<file path="src/rtl/assert_macros.svh">
// Assertion helpers for the top-k score heap core.
// Both macros sample on the rising edge of clk_i and are off while rst_ni is low.
`ifndef ASSERT_MACROS_SVH
`define ASSERT_MACROS_SVH

// A property that must hold at every clock edge.
`define TKSH_ASSERT(label, prop, msg) \
  label: assert property (@(posedge clk_i) disable iff (!rst_ni) (prop)) else $error(msg);

// An implication that is checked in the same cycle.
`define TKSH_ASSERT_IMPL(label, ante, cons, msg) \
  label: assert property (@(posedge clk_i) disable iff (!rst_ni) (ante) |-> (cons)) \
    else $error(msg);

`endif

</file>
<file path="src/rtl/tksh_pkg.sv">
`timescale 1ns / 1ps
// ----------------------------------------------------------------------------
// tksh_pkg
// Shared widths, codes and the command and status bundles of the heap core.
// ----------------------------------------------------------------------------
package tksh_pkg;

  localparam int CNT_W          = 7;
  localparam int CAP_W          = 7;
  localparam int SLOT_W         = 6;
  localparam int PAY_W          = 64;
  localparam int STORE_DEPTH_DEF = 64;
  localparam int SCORE_BITS_DEF  = 32;

  localparam int APB_AW = 3;
  localparam int APB_DW = 32;

  localparam logic [CAP_W-1:0] CAP_RESET = 7'd64;
  localparam logic             REG_CAPACITY = 1'b0;

  localparam logic [1:0] MODE_OFFER = 2'd0;
  localparam logic [1:0] MODE_READ  = 2'd1;
  localparam logic [1:0] MODE_CLEAR = 2'd2;

  typedef struct packed {
    logic accept;
    logic build_load;
    logic build_fetch;
    logic sift_step;
    logic build_next;
    logic read_capture;
    logic out_load;
  } cmd_t;

  typedef struct packed {
    logic fills;
    logic replace;
    logic is_read;
    logic sift_done;
    logic build_more;
  } status_t;

endpackage

</file>
<file path="src/rtl/tksh_ctrl.sv">
`timescale 1ns / 1ps
// ----------------------------------------------------------------------------
// tksh_ctrl
// Sequencer for append, root replacement, heap build, read and output hand-off.
// ----------------------------------------------------------------------------
module tksh_ctrl (
  input  logic              clk_i,
  input  logic              rst_ni,
  input  logic              in_valid_i,
  output logic              in_stall_o,
  output logic              out_valid_o,
  input  logic              out_stall_i,
  input  tksh_pkg::status_t status_i,
  output tksh_pkg::cmd_t    cmd_o
);

  typedef enum logic [6:0] {
    S_IDLE        = 7'b0000001,
    S_READ_WAIT   = 7'b0000010,
    S_BUILD_LOAD  = 7'b0000100,
    S_BUILD_FETCH = 7'b0001000,
    S_SIFT_BUILD  = 7'b0010000,
    S_SIFT_OFFER  = 7'b0100000,
    S_FINISH      = 7'b1000000
  } state_e;

  state_e         state_q, state_d;
  logic           out_valid_q, out_valid_d;
  tksh_pkg::cmd_t cmd;

  always_comb begin
    state_d = state_q;
    cmd     = '0;
    case (state_q)
      S_IDLE: begin
        if (in_valid_i) begin
          cmd.accept = 1'b1;
          if (status_i.fills) begin
            state_d = S_BUILD_LOAD;
          end else if (status_i.replace) begin
            state_d = S_SIFT_OFFER;
          end else if (status_i.is_read) begin
            state_d = S_READ_WAIT;
          end else begin
            state_d = S_FINISH;
          end
        end
      end
      S_READ_WAIT: begin
        cmd.read_capture = 1'b1;
        state_d          = S_FINISH;
      end
      S_BUILD_LOAD: begin
        cmd.build_load = 1'b1;
        state_d        = S_BUILD_FETCH;
      end
      S_BUILD_FETCH: begin
        cmd.build_fetch = 1'b1;
        state_d         = S_SIFT_BUILD;
      end
      S_SIFT_BUILD: begin
        cmd.sift_step = 1'b1;
        if (status_i.sift_done) begin
          if (status_i.build_more) begin
            cmd.build_next = 1'b1;
            state_d        = S_BUILD_LOAD;
          end else begin
            state_d = S_FINISH;
          end
        end
      end
      S_SIFT_OFFER: begin
        cmd.sift_step = 1'b1;
        if (status_i.sift_done) begin
          state_d = S_FINISH;
        end
      end
      S_FINISH: begin
        if (!out_valid_q || !out_stall_i) begin
          cmd.out_load = 1'b1;
          state_d      = S_IDLE;
        end
      end
      default: begin
        state_d = S_IDLE;
      end
    endcase
  end

  always_comb begin
    out_valid_d = out_valid_q;
    if (cmd.out_load) begin
      out_valid_d = 1'b1;
    end else if (!out_stall_i) begin
      out_valid_d = 1'b0;
    end
  end

  always_ff @(posedge clk_i or negedge rst_ni) begin
    if (!rst_ni) begin
      state_q     <= S_IDLE;
      out_valid_q <= 1'b0;
    end else begin
      state_q     <= state_d;
      out_valid_q <= out_valid_d;
    end
  end

  assign in_stall_o  = (state_q != S_IDLE);
  assign out_valid_o = out_valid_q;
  assign cmd_o       = cmd;

endmodule

</file>
<file path="config.mk">
export PLATFORM = sky130hd
export DESIGN_NAME = tksh_ctrl
export DESIGN_NICKNAME = d
export VERILOG_FILES = /design/src/rtl/assert_macros.svh /design/src/rtl/tksh_pkg.sv /design/src/rtl/tksh_ctrl.sv
export SDC_FILE = /design/constraint.sdc
export NUM_CORES = 1
export LEC_CHECK = 0
export BUFFER_PORTS_ARGS = -buffer_cell sky130_fd_sc_hd__buf_2
export CAP_MARGIN = 5
export CORE_AREA = 2 2 39 41
export DETAILED_ROUTE_END_ITERATION = 6
export DIE_AREA = 0 0 41 43
export PLACE_DENSITY = 0.73
export SYNTH_ARGS = -nofsm -noshare
export SYNTH_HDL_FRONTEND = slang
export SYNTH_SLANG_ARGS = --single-unit
</file>
<file path="constraint.sdc">
create_clock -name clk_i -period 3.1 [get_ports clk_i]
set_input_delay 0.62 -clock clk_i [delete_from_list [all_inputs] [get_ports clk_i]]
set_output_delay 0.62 -clock clk_i [all_outputs]
set_load 0.01 [all_outputs]
</file>
# [Word level (Yosys, flattened, before mapping)]
# Index checks and enable logic that the tools add are counted.
[totals] register_bits=8 out_inout_bits=9
[op_classes] n_eq_ne=13 muxes=22 n_reduce_logical=5
[op_table] operator="2-to-1 mux 7 bit" count=8
[op_table] operator="one-hot mux 7 bit (7 select lines)" count=1
[op_table] operator="2-to-1 mux 1 bit" count=13
[op_table] operator="!= test 2 bit (second input constant)" count=4
[op_table] operator="equality test 7 x 1 -> 1 bit (second input constant)" count=1
[op_table] operator="equality test 7 x 2 -> 1 bit (second input constant)" count=1
[op_table] operator="equality test 7 x 3 -> 1 bit (second input constant)" count=1
[op_table] operator="equality test 7 x 4 -> 1 bit (second input constant)" count=1
[op_table] operator="equality test 7 x 5 -> 1 bit (second input constant)" count=1
[op_table] operator="equality test 7 x 6 -> 1 bit (second input constant)" count=1
[op_table] operator="equality test 7 bit (second input constant)" count=1
[op_table] operator="!= test 7 x 1 -> 1 bit (second input constant)" count=1
[op_table] operator="AND reduction 4 bit" count=1
[op_table] operator="logical NOT 1 bit" count=2
[op_table] operator="!= test 2 x 1 -> 1 bit (second input constant)" count=1
[op_table] operator="OR reduction 2 bit" count=1
[op_table] operator="logical OR 1 bit" count=1

# [Longest topological paths before layout]
[depth] depth_word=5 depth_mapped=6

# [Worst setup path after synthesis]
# No wires, ideal clock.
[synth_timing] kind="register to output" start="register state_q[3]" end="output port cmd_o[3] (netlist bit)" arrival_time_ns=1.157 slack_ns=1.323 path_stages_with_launch=4 path_buffers=1 cell_sequence="dfrtp_1 > buf_6 > nor4_2 > nor3b_1"
[synth_lines] element="start, declared" line="tksh_ctrl.sv:27" rtl="state_e state_q, state_d;"
[synth_lines] element="start signal, assigned" line="tksh_ctrl.sv:104" rtl="state_q <= state_d;"
[synth_lines] element="end, declared" line="tksh_ctrl.sv:14" rtl="output tksh_pkg::cmd_t cmd_o"

==> metrics.cfg <==
[outcome]
status = finished clean

[critical_path]
cpMaxStageDelayCell = dfrtp_1
path_class = reg -> out
cp.required_ns = 2.48
critPathMaxStageDelay_ns = 0.49
crit_fanout = 11
crit_chain = nor3_2, nand4b_1, a21oi_1, buf_2
reg2reg_from = state_q[0]
rr_worst_depth = 4
start_kind = flop
rr_endpoint = state_q[6]
endpoint = cmd_o[0]
end_kind = primary output
ff2ff_setup_slack_ns = 1.42
setup.worst_path.start = state_q[1]
cp_data_arrival_time_ns = 1.63

[cts]
cts.clk_slew.worst_paths_ns = 0.05
htree_levels = 1
worstSkewPairLatency_ns = 0.26
tritoncts = yes
cts_resized = 0
numCtsBuffers = 3
cts_max_path_buffers = 2
clockRootBuffer = clkbuf_4
postCtsHoldBufs = 0
postCtsSetupBuffers = 0
cts.sinks = 8

[detailed_routing]
routed_wl_mm = 1.42
drt_first_pass_iters = 4
route.detailed.drc = 0
postRouteAntennaNets = 0
vias = 573
via_per_inst = 5.79
first_iter_violations = 9
wl_per_cell_um = 14.3

[synth]
seq_area_frac_synth_pct = 31.9
syn_area_um2 = 631
syn-num-nets = 77
synthDistinctLibCells = 38
ys_ff_latch = 8
synthCells = 68
yosysWarnings = 0
avgSynthCellArea_um2 = 9.27

[grt]
antenna_found_initial = 0
gr-usage-met2_pct = 29.1
track_usage_pct = 19.9
globalRouteMet3Util_pct = 6.28
grt_use_met1_pct = 24.2
grt_overflow = 0
grt_pass1_wl_mm = 2.25
grt_max_degree = 15
grt_pass1_vias = 508
busiest_layer = met2

[place]
hpwlAfterDp_mm = 1.10
portBuffers = 17
finalWeightedCongestion = 0.805

[floorplan]
coreArea_mm2 = 0.00138
die_y_um = 43
initial_core_util_pct = 45.6
fp-row-count = 14
dieArea_mm2 = 0.00176
io_pins = 18
die_w_um = 41

[timing]
drv_slew = 0
relSlewSlack_pct = 67.2
setup_viol = 0
fin_crit_sh_pct = 72.6
hold_violations = 0
tns_ns = 0
finalCriticalPeriod_ns = 2.25
max_clock_freq_mhz = 445
worst_pin_slew_ns = 0.487
rsz0062_at_grt = false
skew_ns = 0.000474

[cells_and_area]
drive_gt1_share_pct = 36.1
fin_nets = 93
fin_util_pct = 51.2
areaGrowthSynthToFinish_pct = 12.3
antenna_cells = 0
num-fill-cells = 135

[power]
p_leak_nw = 0.352
p_total_uw = 473
ir_drop_uv = 294
power.density_mw_per_mm2 = 668

[flow_run]
cap_viol_max_count = 0

[min_path]
holdCritPathClass = in -> async

-- logic make-up after synthesis --
logic type | share of synthesized area [%]
and+or+nand+nor | 39.1
DFF | 31.9
buffers and inverters | 10.3
AOI/OAI and AO/OA | 15.9
xor gates and xnor gates | 2.78
-- per-layer routing --
layer,vias to the layer above,part of all wire [%]
li1,279,-
met1,269,40
met2,20,51
met3,5,6.1
met4,0,2.7
met5,-,0
-- flip-flops by register name (all words and copies together) (netlist names) --
| register | flops |
|---|---|
| out_valid_o | 1 |
| state_q | 7 |
-- where the power goes --
| part | total (mW) | switching, mW | internal [mW] |
|---|---|---|---|
| clock network | 0.0872 | 0.0378 | 0.0494 |
| registers | 0.173 | 0.0447 | 0.129 |
| logic | 0.213 | 0.112 | 0.100 |
| total | 0.473 | 0.195 | 0.278 |
-- layout by cell type (no fill, tap or decap), types with 2 or more instances in the layout --
cell / instances
clkbuf_4: 3
buf_2: 17
and4b_1: 3
nor3b_1: 2
nor2_1: 8
nand3_1: 3
inv_1: 2
nand4b_1: 2
o21ai_0: 3
nand2_1: 5
dfrtp_1: 7
a21oi_1: 2
-- synth_stat cells (all sizes together) --
library cell	number	area share, %
nor4	1	2.0
nor3	2	4.2
a21oi	2	1.6
nor2	8	4.8
and3	2	2.2
xor2	1	1.4
buf	6	8.5
nand4bb	1	1.8
nor4b	1	1.4
a211oi	1	1.2
inv	3	1.8
or3	1	1.2
o22ai	1	2.0
dfstp	1	4.2
xnor2	1	1.4
nand2b	1	0.99
o311ai	1	1.4
dfrtp	7	28
nand4b	2	2.8
nor3b	2	2.4
nand3b	1	1.2
and4b	3	4.8
or4b	1	2.2
nand4	1	0.99
nand2	5	3.0
o211ai	1	1.2
o21ba	1	1.6
o21ai	4	3.2
nand3	3	2.4
o41ai	1	2.6
a21o	1	1.2
nor2b	1	0.99
-- cell type report --
type	count	area (um^2)	share of cell area, %
Multi-Input combinational cell	51	364	51.4
Inverter	3	11.3	1.59
Clock buffer	4	26.3	3.71
Sequential cell	8	201	28.4
Tap cell	16	20.0	2.83
Timing Repair Buffer	17	85.1	12.0
-- critical path, delay by kind of cell, from the launching register on --
kind,cells,cell delay [ns]
flops,1,0.49
buf+inv,1,0.15
compound gates,1,0.18
simple gates,2,0.56
-- how the worst min path moves through the flow --
stage	startpoint	to	slack [ns]
after global routing	rst_ni	state_q[3]	0.18
after floorplan	rst_ni	out_valid_o	0.32
after global placement	rst_ni	state_q[1]	0.47
after detailed placement	rst_ni	state_q[1]	0.47
after CTS	rst_ni	state_q[3]	0.19
final	rst_ni	state_q[1]	0.19
-- stage by stage --
step	hold slack (ns)	area (um^2)	std cells	setup WS (ns)
after floorplan	0.324	631	68	1.32
after global placement	0.468	682	95	1.22
after detailed placement	0.468	682	95	1.15
after CTS	0.190	708	99	0.868
after global routing	0.183	708	99	0.741
final	0.191	708	99	0.850
No activity file was read; power rests on OpenSTA's default activity.
