### src/rtl/assert_macros.svh
// Assertion helpers for the top-k score heap core.
// Both macros sample on the rising edge of clk_i and are off while rst_ni is low.
`ifndef ASSERT_MACROS_SVH
`define ASSERT_MACROS_SVH

// A property that must hold at every clock edge.
`define TKSH_ASSERT(label, prop, msg) \
  label: assert property (@(posedge clk_i) disable iff (!rst_ni) (prop)) else $error(msg);

// An implication that is checked in the same cycle.
`define TKSH_ASSERT_IMPL(label, ante, cons, msg) \
  label: assert property (@(posedge clk_i) disable iff (!rst_ni) (ante) |-> (cons)) \
    else $error(msg);

`endif

### src/rtl/tksh_pkg.sv
`timescale 1ns / 1ps
// ----------------------------------------------------------------------------
// tksh_pkg
// Shared widths, codes and the command and status bundles of the heap core.
// ----------------------------------------------------------------------------
package tksh_pkg;

  localparam int CNT_W          = 7;
  localparam int CAP_W          = 7;
  localparam int SLOT_W         = 6;
  localparam int PAY_W          = 64;
  localparam int STORE_DEPTH_DEF = 64;
  localparam int SCORE_BITS_DEF  = 32;

  localparam int APB_AW = 3;
  localparam int APB_DW = 32;

  localparam logic [CAP_W-1:0] CAP_RESET = 7'd64;
  localparam logic             REG_CAPACITY = 1'b0;

  localparam logic [1:0] MODE_OFFER = 2'd0;
  localparam logic [1:0] MODE_READ  = 2'd1;
  localparam logic [1:0] MODE_CLEAR = 2'd2;

  typedef struct packed {
    logic accept;
    logic build_load;
    logic build_fetch;
    logic sift_step;
    logic build_next;
    logic read_capture;
    logic out_load;
  } cmd_t;

  typedef struct packed {
    logic fills;
    logic replace;
    logic is_read;
    logic sift_done;
    logic build_more;
  } status_t;

endpackage

### src/rtl/tksh_cfg_regs.sv
`timescale 1ns / 1ps
// ----------------------------------------------------------------------------
// tksh_cfg_regs
// APB register bank holding the capacity register.
// ----------------------------------------------------------------------------
module tksh_cfg_regs (
  input  logic                          clk_i,
  input  logic                          rst_ni,
  input  logic                          psel,
  input  logic                          penable,
  input  logic                          pwrite,
  input  logic [tksh_pkg::APB_AW-1:0]   paddr,
  input  logic [tksh_pkg::APB_DW-1:0]   pwdata,
  output logic [tksh_pkg::APB_DW-1:0]   prdata,
  output logic                          pready,
  output logic [tksh_pkg::CAP_W-1:0]    cap_o
);

  logic [tksh_pkg::CAP_W-1:0] cap_q;
  logic                       sel_cap;

  assign sel_cap = (paddr[tksh_pkg::APB_AW-1] == tksh_pkg::REG_CAPACITY);
  assign pready  = 1'b1;
  assign prdata  = sel_cap ? tksh_pkg::APB_DW'(cap_q) : '0;
  assign cap_o   = cap_q;

  always_ff @(posedge clk_i or negedge rst_ni) begin
    if (!rst_ni) begin
      cap_q <= tksh_pkg::CAP_RESET;
    end else if (psel && penable && pwrite && pready && sel_cap) begin
      cap_q <= pwdata[tksh_pkg::CAP_W-1:0];
    end
  end

endmodule

### config.mk
export PLATFORM = sky130hd
export DESIGN_NAME = tksh_cfg_regs
export DESIGN_NICKNAME = d
export VERILOG_FILES = /design/src/rtl/assert_macros.svh /design/src/rtl/tksh_pkg.sv /design/src/rtl/tksh_cfg_regs.sv
export SDC_FILE = /design/constraint.sdc
export NUM_CORES = 1
export LEC_CHECK = 0
export BUFFER_PORTS_ARGS = -buffer_cell sky130_fd_sc_hd__buf_4
export CORE_MARGIN = 4
export CORE_UTILIZATION = 31
export CTS_CLUSTER_SIZE = 24
export DETAILED_ROUTE_END_ITERATION = 12
export PLACE_DENSITY = 0.85
export SYNTH_ARGS = -nofsm -noshare
export SYNTH_HDL_FRONTEND = slang
export SYNTH_SLANG_ARGS = --single-unit
### constraint.sdc
create_clock -name clk_i -period 1.9 [get_ports clk_i]
set_input_delay 0.095 -clock clk_i [delete_from_list [all_inputs] [get_ports clk_i]]
set_output_delay 0.095 -clock clk_i [all_outputs]
set_load 0.02 [all_outputs]
Word-level counts from Yosys, hierarchy flattened
Cells that the tools add are included.
{"block": "classes", "muxes": 1, "reduce_logical": 3, "bitwise_logic": 1}
{"operator": "two-way mux 7 bit", "n": 1}
{"operator": "logical AND 1 bit", "n": 3}
{"operator": "NOT 1 bit", "n": 1}
{"block": "word_totals", "input_bits": 40, "register_bits": 7, "wordCells": 6}

Depth between registers and ports, before layout
Gate-level depths: netlist (run 1).
{"block": "depth", "depth_word": 3, "depth_mapped": 2, "depth_no_buf": 2}

Least setup slack after synthesis (run 1)
OpenSTA, ideal clock, no wires.
{"block": "synth_path", "path_kind": "reg-to-output", "from": "register cap_q, in the netlist cap_o[6]", "to": "output prdata[6] in the netlist's numbering", "t_arrival_ns": 0.784, "required_ns": 1.805, "n_path_buf": 0, "path_slack_ns": 1.021, "path_stages_with_launch": 2, "cell_sequence": "dfstp_2 and2b_2"}
{"block": "synth_between", "elab_chain_len": 1}
{"element": "from (decl)", "line_no": "tksh_cfg_regs.sv:19", "text": "logic [tksh_pkg::CAP_W-1:0] cap_q;"}
{"element": "from (signal assigned)", "line_no": "tksh_cfg_regs.sv:29", "text": "cap_q <= tksh_pkg::CAP_RESET;"}
{"element": "from (signal assigned)", "line_no": "tksh_cfg_regs.sv:31", "text": "cap_q <= pwdata[tksh_pkg::CAP_W-1:0];"}
{"element": "two-way mux 7 bit", "line_no": "tksh_cfg_regs.sv:24", "text": "assign prdata = sel_cap ? tksh_pkg::APB_DW'(cap_q) : '0;"}
{"element": "to (decl)", "line_no": "tksh_cfg_regs.sv:14", "text": "output logic [tksh_pkg::APB_DW-1:0] prdata,"}
Every way passes these cells.

Final worst setup path (run 1)
Same ends and word-level chain as after synthesis.

==> impl_summary.txt, run 1 <==
----------------------------------------------------
[Run status]
  Status ... finished clean

[CTS]
  Register clock-pin slew on the reported worst setup and hold paths ... 0.05 ns
  CTS tree ... built
  Clock Sink Count ... 7
  Num CTS Buffers ... 3
  Post-cts sizing count ... 0
  H-tree depth ... 1
  Clock tree buffer depth ... 2
  Skew-Pair Late Insertion Delay ... 0.25 ns
  Clock root buffer master ... clkbuf_4

[Layout]
  Reg area ... 176 um^2
  Number of standard cells in the layout, taps in and fillers out ... 95
  Layout Nets ... 120
  Area of all placed cells without fillers ... 689 um^2
  Layout Area Growth over Synthesis ... 27.0%
  Final core utilization ... 43.7%
  Footprint of the multi-input gates ... 262 um^2
  # diodes ... 0
  Number of flip-flops in the largest register ... 7
  Share of layout cells above drive strength 1 ... 57.0%
  Number of filler cells placed in the layout ... 154

[Timing]
  Hold Fails Final Rpt ... 0
  Final number of setup-violating endpoints ... 0
  Setup repair after global routing missed its margin ... false
  Setup tns final ... 0 ns
  Final Cycle Share ... 59.3%
  Upper clock frequency limit ... 887 MHz
  Clock period minus worst slack ... 1.13 ns
  Post-Route Skew ... 0 ns
  Max-slew violation total from the final report ... 0

[Place]
  Placed insts ... 90
  Sum of net half-perimeters after detailed placement ... 886 um
  Final GP Congestion ... 0.598
  Placed instance area ... 653 um^2
  Input/output buffers ... 26

[Drt]
  First-pass DRT Iterations ... 2
  Via density per instance ... 3.78
  Detail-routed net length per standard cell ... 11.4 um
  Antenna Nets Post-Route ... 0
  Vias post-DR ... 359
  First DRT Iteration DRCs ... 2
  Residual DRC count ... 0
  Total wirelength of the detailed-routed design ... 1090 um

[Global route]
  Vias in the first global route ... 337
  First-pass GRT wire length ... 1540 um
  Maximum number of pins on one net before global-route repair ... 9
  Total overflow reported by the global router ... 0
  Overall track demand over capacity in global routing ... 8.70%
  Antenna violations before repair ... 0

[Yosys]
  Fraction of synthesized cell area taken by the top area cell type ... 35.9%
  Distinct cells, synth ... 7
  Mapped cell area ... 543 um^2
  Cell types with the largest area share after synthesis ... buf_4 (36%), dfrtp_1 (28%), mux2_2 (15%)
  Cell taking the most area after synthesis ... buf_4
  Flop and latch count out of synthesis ... 7
  Yosys Warn Count ... 0
  Post-Synthesis Mean Instance Area ... 10.9 um^2
  Number of instances in the synthesized netlist ... 50
  Sequential fraction of the synthesis area ... 32.5%

[Worst setup path]
  WP data arrival ... 1.03 ns
  Setup crit end kind ... output pin
  CP max FO ... 3
  Worst Path Required ... 1.80 ns
  Reg-to-reg critical path startpoint ... cap_o[3]
  Worst Setup Start Kind ... flop
  CP Launch Point ... cap_o[6]
  Setup Crit Path Kind ... flop to output pin

[Flow run]
  Maxcap violations ... 0

[Power]
  Worst vdd rail ir drop ... 0.314 mV
  Leak Pwr ... 0.397 nW
  Power density normalized to cell area ... 905 mW/mm^2
  Power consumption ... 0.000624 W

[Floorplanning]
  Number of I/O pins ... 80
  Die footprint ... 0.00249 mm^2
  Starting Density ... 34.4%
  Number of cell rows ... 14
  Die height ... 49.9 um
  Placeable core area ... 0.00158 mm^2
  Chip Width ... 49.9 um

[Worst hold path]
  Start point of the worst min-delay path ... pwdata[2]
  Hold Crit Class ... input pin to flop

----------------------------------------------------
==> cells in the mapped netlist <==
| cell type | number |
|---|---|
| nand4b_4 | 1 |
| buf_4 | 26 |
| mux2_2 | 7 |
| dfstp_2 | 1 |
| conb_1 | 2 |
| dfrtp_1 | 6 |
| and2b_2 | 7 |
==> critical path, cell delays in order, from the launching register on <==
cell and delay [ns]:
dfstp_2 0.53, and2b_2 0.13, buf_4 0.13
==> report_power, final <==
group | switching [W] | internal, W
logic | 0.000159 | 0.000122
clock network | 0.0000547 | 0.0000801
registers | 0.0000219 | 0.000186
total | 0.000236 | 0.000388
==> layer usage <==
layer	share of wire (%)	routed length, um	global-route usage (%)	vias to the layer above
met5	0	0	0	-
met1	31	333	6.10	164
met4	0.83	9	6.91	0
met2	53	580	16.3	30
li1	-	-	-	163
met3	15	163	4.82	2
==> logic make-up after synthesis <==
kind of cell	count (synthesis)	synth area share (%)
other cells	2	1.38
mux	7	14.5
buf+inv	26	35.9
simple gates	8	15.7
flops	7	32.5
==> repair_timing <==
action,4_1_cts,5_1_grt
hold buffers,1,0
setup buffers,0,0
endpoints found under the hold margin,7,0
==> layout make-up <==
cell class | instances | share of cell area [%]
tap | 16 | 2.90
multi-input combinational | 41 | 37.9
clock buffer | 4 | 3.81
timing repair buffer | 27 | 29.8
sequential | 7 | 25.6
==> worst paths after layout <==
check                      cells past startpoint        end  slack, ns
hold / removal                                 2   cap_o[2]       0.08
max in group asynchronous                      2   cap_o[6]       1.49
min in group asynchronous                      2   cap_o[5]       0.20
setup / recovery                               2  prdata[6]       0.77
hold reg to reg                                1   cap_o[1]       0.53
setup reg to reg                               1   cap_o[3]       1.13
==> placed cells by master, fill, tap and decap left out <==
master	count
conb_1	26
buf_4	26
and2b_2	7
mux2_2	7
dfrtp_1	6
clkbuf_4	3
nand4b_4	1
dfstp_2	1
clkbuf_1	1
dlygate4sd3_1	1
==> stage by stage <==
| stage | setup slack, ns | hold slack [ns] |
|---|---|---|
| 3_5_place_dp | 0.960 | -0.0875 |
| 6_report | 0.773 | 0.0779 |
| 3_3_place_gp | 0.975 | -0.0853 |
| 5_1_grt | 0.720 | 0.0654 |
| 2_1_floorplan | 1.02 | -0.201 |
| 4_1_cts | 0.759 | 0.0689 |
No activity file was read; power rests on OpenSTA's default activity.
==> run 2, diff against run 1 <==
--- a/config.mk
+++ b/config.mk
@@ -7,10 +7,10 @@
 export LEC_CHECK = 0
 export BUFFER_PORTS_ARGS = -buffer_cell sky130_fd_sc_hd__buf_4
 export CORE_MARGIN = 4
-export CORE_UTILIZATION = 31
+export CORE_UTILIZATION = 29
 export CTS_CLUSTER_SIZE = 24
 export DETAILED_ROUTE_END_ITERATION = 12
-export PLACE_DENSITY = 0.85
+export PLACE_DENSITY = 0.8
 export SYNTH_ARGS = -nofsm -noshare
 export SYNTH_HDL_FRONTEND = slang
 export SYNTH_SLANG_ARGS = --single-unit
==> constraint.sdc (replaced) <==
create_clock -name clk_i -period 1.1 [get_ports clk_i]
set_input_delay 0.055 -clock clk_i [delete_from_list [all_inputs] [get_ports clk_i]]
set_output_delay 0.055 -clock clk_i [all_outputs]
set_load 0.02 [all_outputs]
==> run 2 against run 1 <==
Critical path depth is the same; critical endpoint unchanged; routed wire length shrank 3.8%; highest routed layer is now met3; core utilization shrank 3.4 points; cell count grew 9.5%; register-to-register slack lost 0.81 ns; sequential cell count is the same; clock-buffer cell count is the same; total power grew 72%; non-clock buffer count is the same; first-iteration DRC count shrank 50%.
==> impl_summary.txt, run 2 (same netlist as run 1, synthesis figures left out) <==
----------------------------------------------------
[Flow run]
  Maxcap violations ... 0 (unchanged)

[CTS]
  Clock tree buffer depth ... 2 (unchanged)
  Clock root buffer master ... clkbuf_4
  Clock Sink Count ... 7 (unchanged)
  Num CTS Buffers ... 3 (unchanged)
  Buffer count from post-CTS setup fixing ... 0 (unchanged)
  Skew-Pair Late Insertion Delay ... 0.24 ns (about the same)
  CTS tree ... built
  Register clock-pin slew on the reported worst setup and hold paths ... 0.05 ns (about the same)
  H-tree depth ... 1 (unchanged)

[Place]
  Input/output buffers ... 26 (unchanged)
  Sum of net half-perimeters after detailed placement ... 920 um (+3.8%)
  Final GP Congestion ... 0.580 (-3.2%)

[Worst setup path]
  Reg2Reg Capture Point ... cap_o[4]
  Worst Path Required ... 1.04 ns (-0.76 ns)
  Setup Crit Path Kind ... flop to output pin
  Worst Setup Start Kind ... flop
  WP data arrival ... 1.02 ns (about the same)
  Flop-to-flop setup slack ... 0.32 ns (-0.81 ns)
  CP max FO ... 3 (unchanged)
  Setup crit end kind ... output pin
  Reg-to-reg critical path startpoint ... cap_o[4]
  Length in cells of the worst reg-to-reg path ... 1 (unchanged)

[Floorplanning]
  Placeable core area ... 0.00175 mm^2 (+11%)
  Die height ... 51.3 um (+2.8%)
  Number of cell rows ... 15 (+1)
  Number of I/O pins ... 80 (unchanged)
  Starting Density ... 31.1% (-3.3 points)
  Die footprint ... 0.00263 mm^2 (+5.8%)
  Chip Width ... 51.3 um (+2.8%)

[Global route]
  Routing usage on met3 ... 2.92% (-1.9 points)
  Total overflow reported by the global router ... 0 (unchanged)
  Vias in the first global route ... 322 (-4.5%)
  Maximum number of pins on one net before global-route repair ... 9 (unchanged)
  Met2 GRT Util ... 12.7% (-3.6 points)
  Overall track demand over capacity in global routing ... 6.89% (-1.8 points)
  Met1 Resource Use GR ... 7.32% (+1.2 points)
  First-pass GRT wire length ... 1320 um (-14%)
  Antenna violations before repair ... 0 (unchanged)
  Busiest grt layer ... met2

[Layout]
  Layout Nets ... 120 (unchanged)
  Share of layout cells above drive strength 1 ... 57.0% (unchanged)
  # diodes ... 0 (unchanged)
  Number of filler cells placed in the layout ... 191 (+24%)
  Layout Area Growth over Synthesis ... 29.7%
  Final core utilization ... 40.4% (-3.4 points)
  Most common library cell in the layout ignoring fill and taps ... conb_1
  Highest-count cells in the layout ignoring fill and taps ... conb_1 (26), buf_4 (25), and2b_2 (7), mux2_2 (7), dfrtp_1 (6)
  Number of flip-flops in the largest register ... 7 (unchanged)

[Timing]
  Setup tns final ... 0 ns (unchanged)
  Final Cycle Share ... 97.9%
  Clock period minus worst slack ... 1.08 ns
  Setup repair after global routing missed its margin ... true
  Max-slew violation total from the final report ... 0 (unchanged)
  Final number of setup-violating endpoints ... 0 (unchanged)
  Upper clock frequency limit ... 928 MHz
  Post-Route Skew ... 0 ns (unchanged)
  Hold Fails Final Rpt ... 0 (unchanged)

[Drt]
  Antenna Nets Post-Route ... 0 (unchanged)
  Residual DRC count ... 0 (unchanged)
  Vias post-DR ... 349 (-2.8%)
  First DRT Iteration DRCs ... 1 (-1)
  Total wirelength of the detailed-routed design ... 1050 um (-3.8%)
  Detail-routed net length per standard cell ... 10.1 um (-12%)
  Via density per instance ... 3.36 (-11%)
  First-pass DRT Iterations ... 3 (+1)

[Worst hold path]
  Hold Path Cell Cnt ... 2 (unchanged)
  Hold Crit Class ... input pin to flop
  Start point of the worst min-delay path ... pwdata[1]
  WHS Endpoint ... cap_o[1]

[Power]
  Worst vdd rail ir drop ... 0.442 mV (+41%)
  Power density normalized to cell area ... 1520 mW/mm^2 (+68%)
  Leak Pwr ... 0.398 nW (+0.24%)

[Run status]
  Status ... finished clean

----------------------------------------------------
-- run 2: cell types whose count changed in the layout (fill, tap and decap cells not counted) --
| cell | previous run | this run |
|---|---|---|
| buf_4 | 26 | 25 |
| buf_6 | 0 | 1 |
-- run 2: layer usage --
| layer | vias to the layer above | share of wire [%] |
|---|---|---|
| li1 | 163 | - |
| met1 | 160 | 31 |
| met2 | 26 | 55 |
| met3 | 0 | 14 |
| met4 | 0 | 0 |
| met5 | - | 0 |
-- run 2: repair_timing --
item / CTS / global route
pin swaps: 0 / 0
endpoints found under the setup margin: 1 / 1
gates resized for setup: 1 / 0
hold buffers: 1 / 0
hold endpoints to repair: 7 / 0
-- run 2: final cells by class --
| cell class | count | area [um^2] | area share [%] |
|---|---|---|---|
| timing repair buffer | 27 | 209 | 29.7 |
| tap | 25 | 31.3 | 4.44 |
| multi-input combinational | 41 | 262 | 37.1 |
| clock buffer | 4 | 26.3 | 3.73 |
| sequential | 7 | 176 | 25.0 |
-- run 2: power by group --
group	switching, W	total [W]	leakage, nW	internal (W)
Clock	0.0000858	0.000224	0.0150	0.000138
Sequential	0.0000380	0.000359	0.0825	0.000321
Combinational	0.000277	0.000491	0.300	0.000214
Total	0.000401	0.00107	0.398	0.000673
-- run 2: how the worst max path moves through the flow --
stage              from   endpoint  slack (ns)  cells past startpoint
2_1_floorplan  cap_o[6]  prdata[6]        0.26                      1
3_3_place_gp   paddr[2]   cap_o[2]        0.22                      3
3_5_place_dp   paddr[2]   cap_o[4]        0.20                      3
4_1_cts        cap_o[6]  prdata[6]       0.006                      2
5_1_grt        cap_o[6]  prdata[6]       -0.03                      2
6_report       cap_o[6]  prdata[6]        0.02                      2
-- run 2: through the flow --
stage / area, um^2 / instances / setup WS (ns) / power, W / hold WS (ns)
floorplan: 633 / 74 / 0.261 / 0.000714 / -0.241
global placement: 664 / 99 / 0.220 / 0.000836 / -0.126
detailed placement: 664 / 99 / 0.200 / 0.000853 / -0.129
CTS: 704 / 104 / 0.00586 / 0.00109 / 0.0396
global route: 704 / 104 / -0.0315 / 0.00113 / 0.0415
finish: 704 / 104 / 0.0228 / 0.00107 / 0.0440
-- run 2: critical path, stage by stage (launching register included) --
cell,delay [ns]
dfstp_2,0.53
and2b_2,0.14
buf_6,0.11
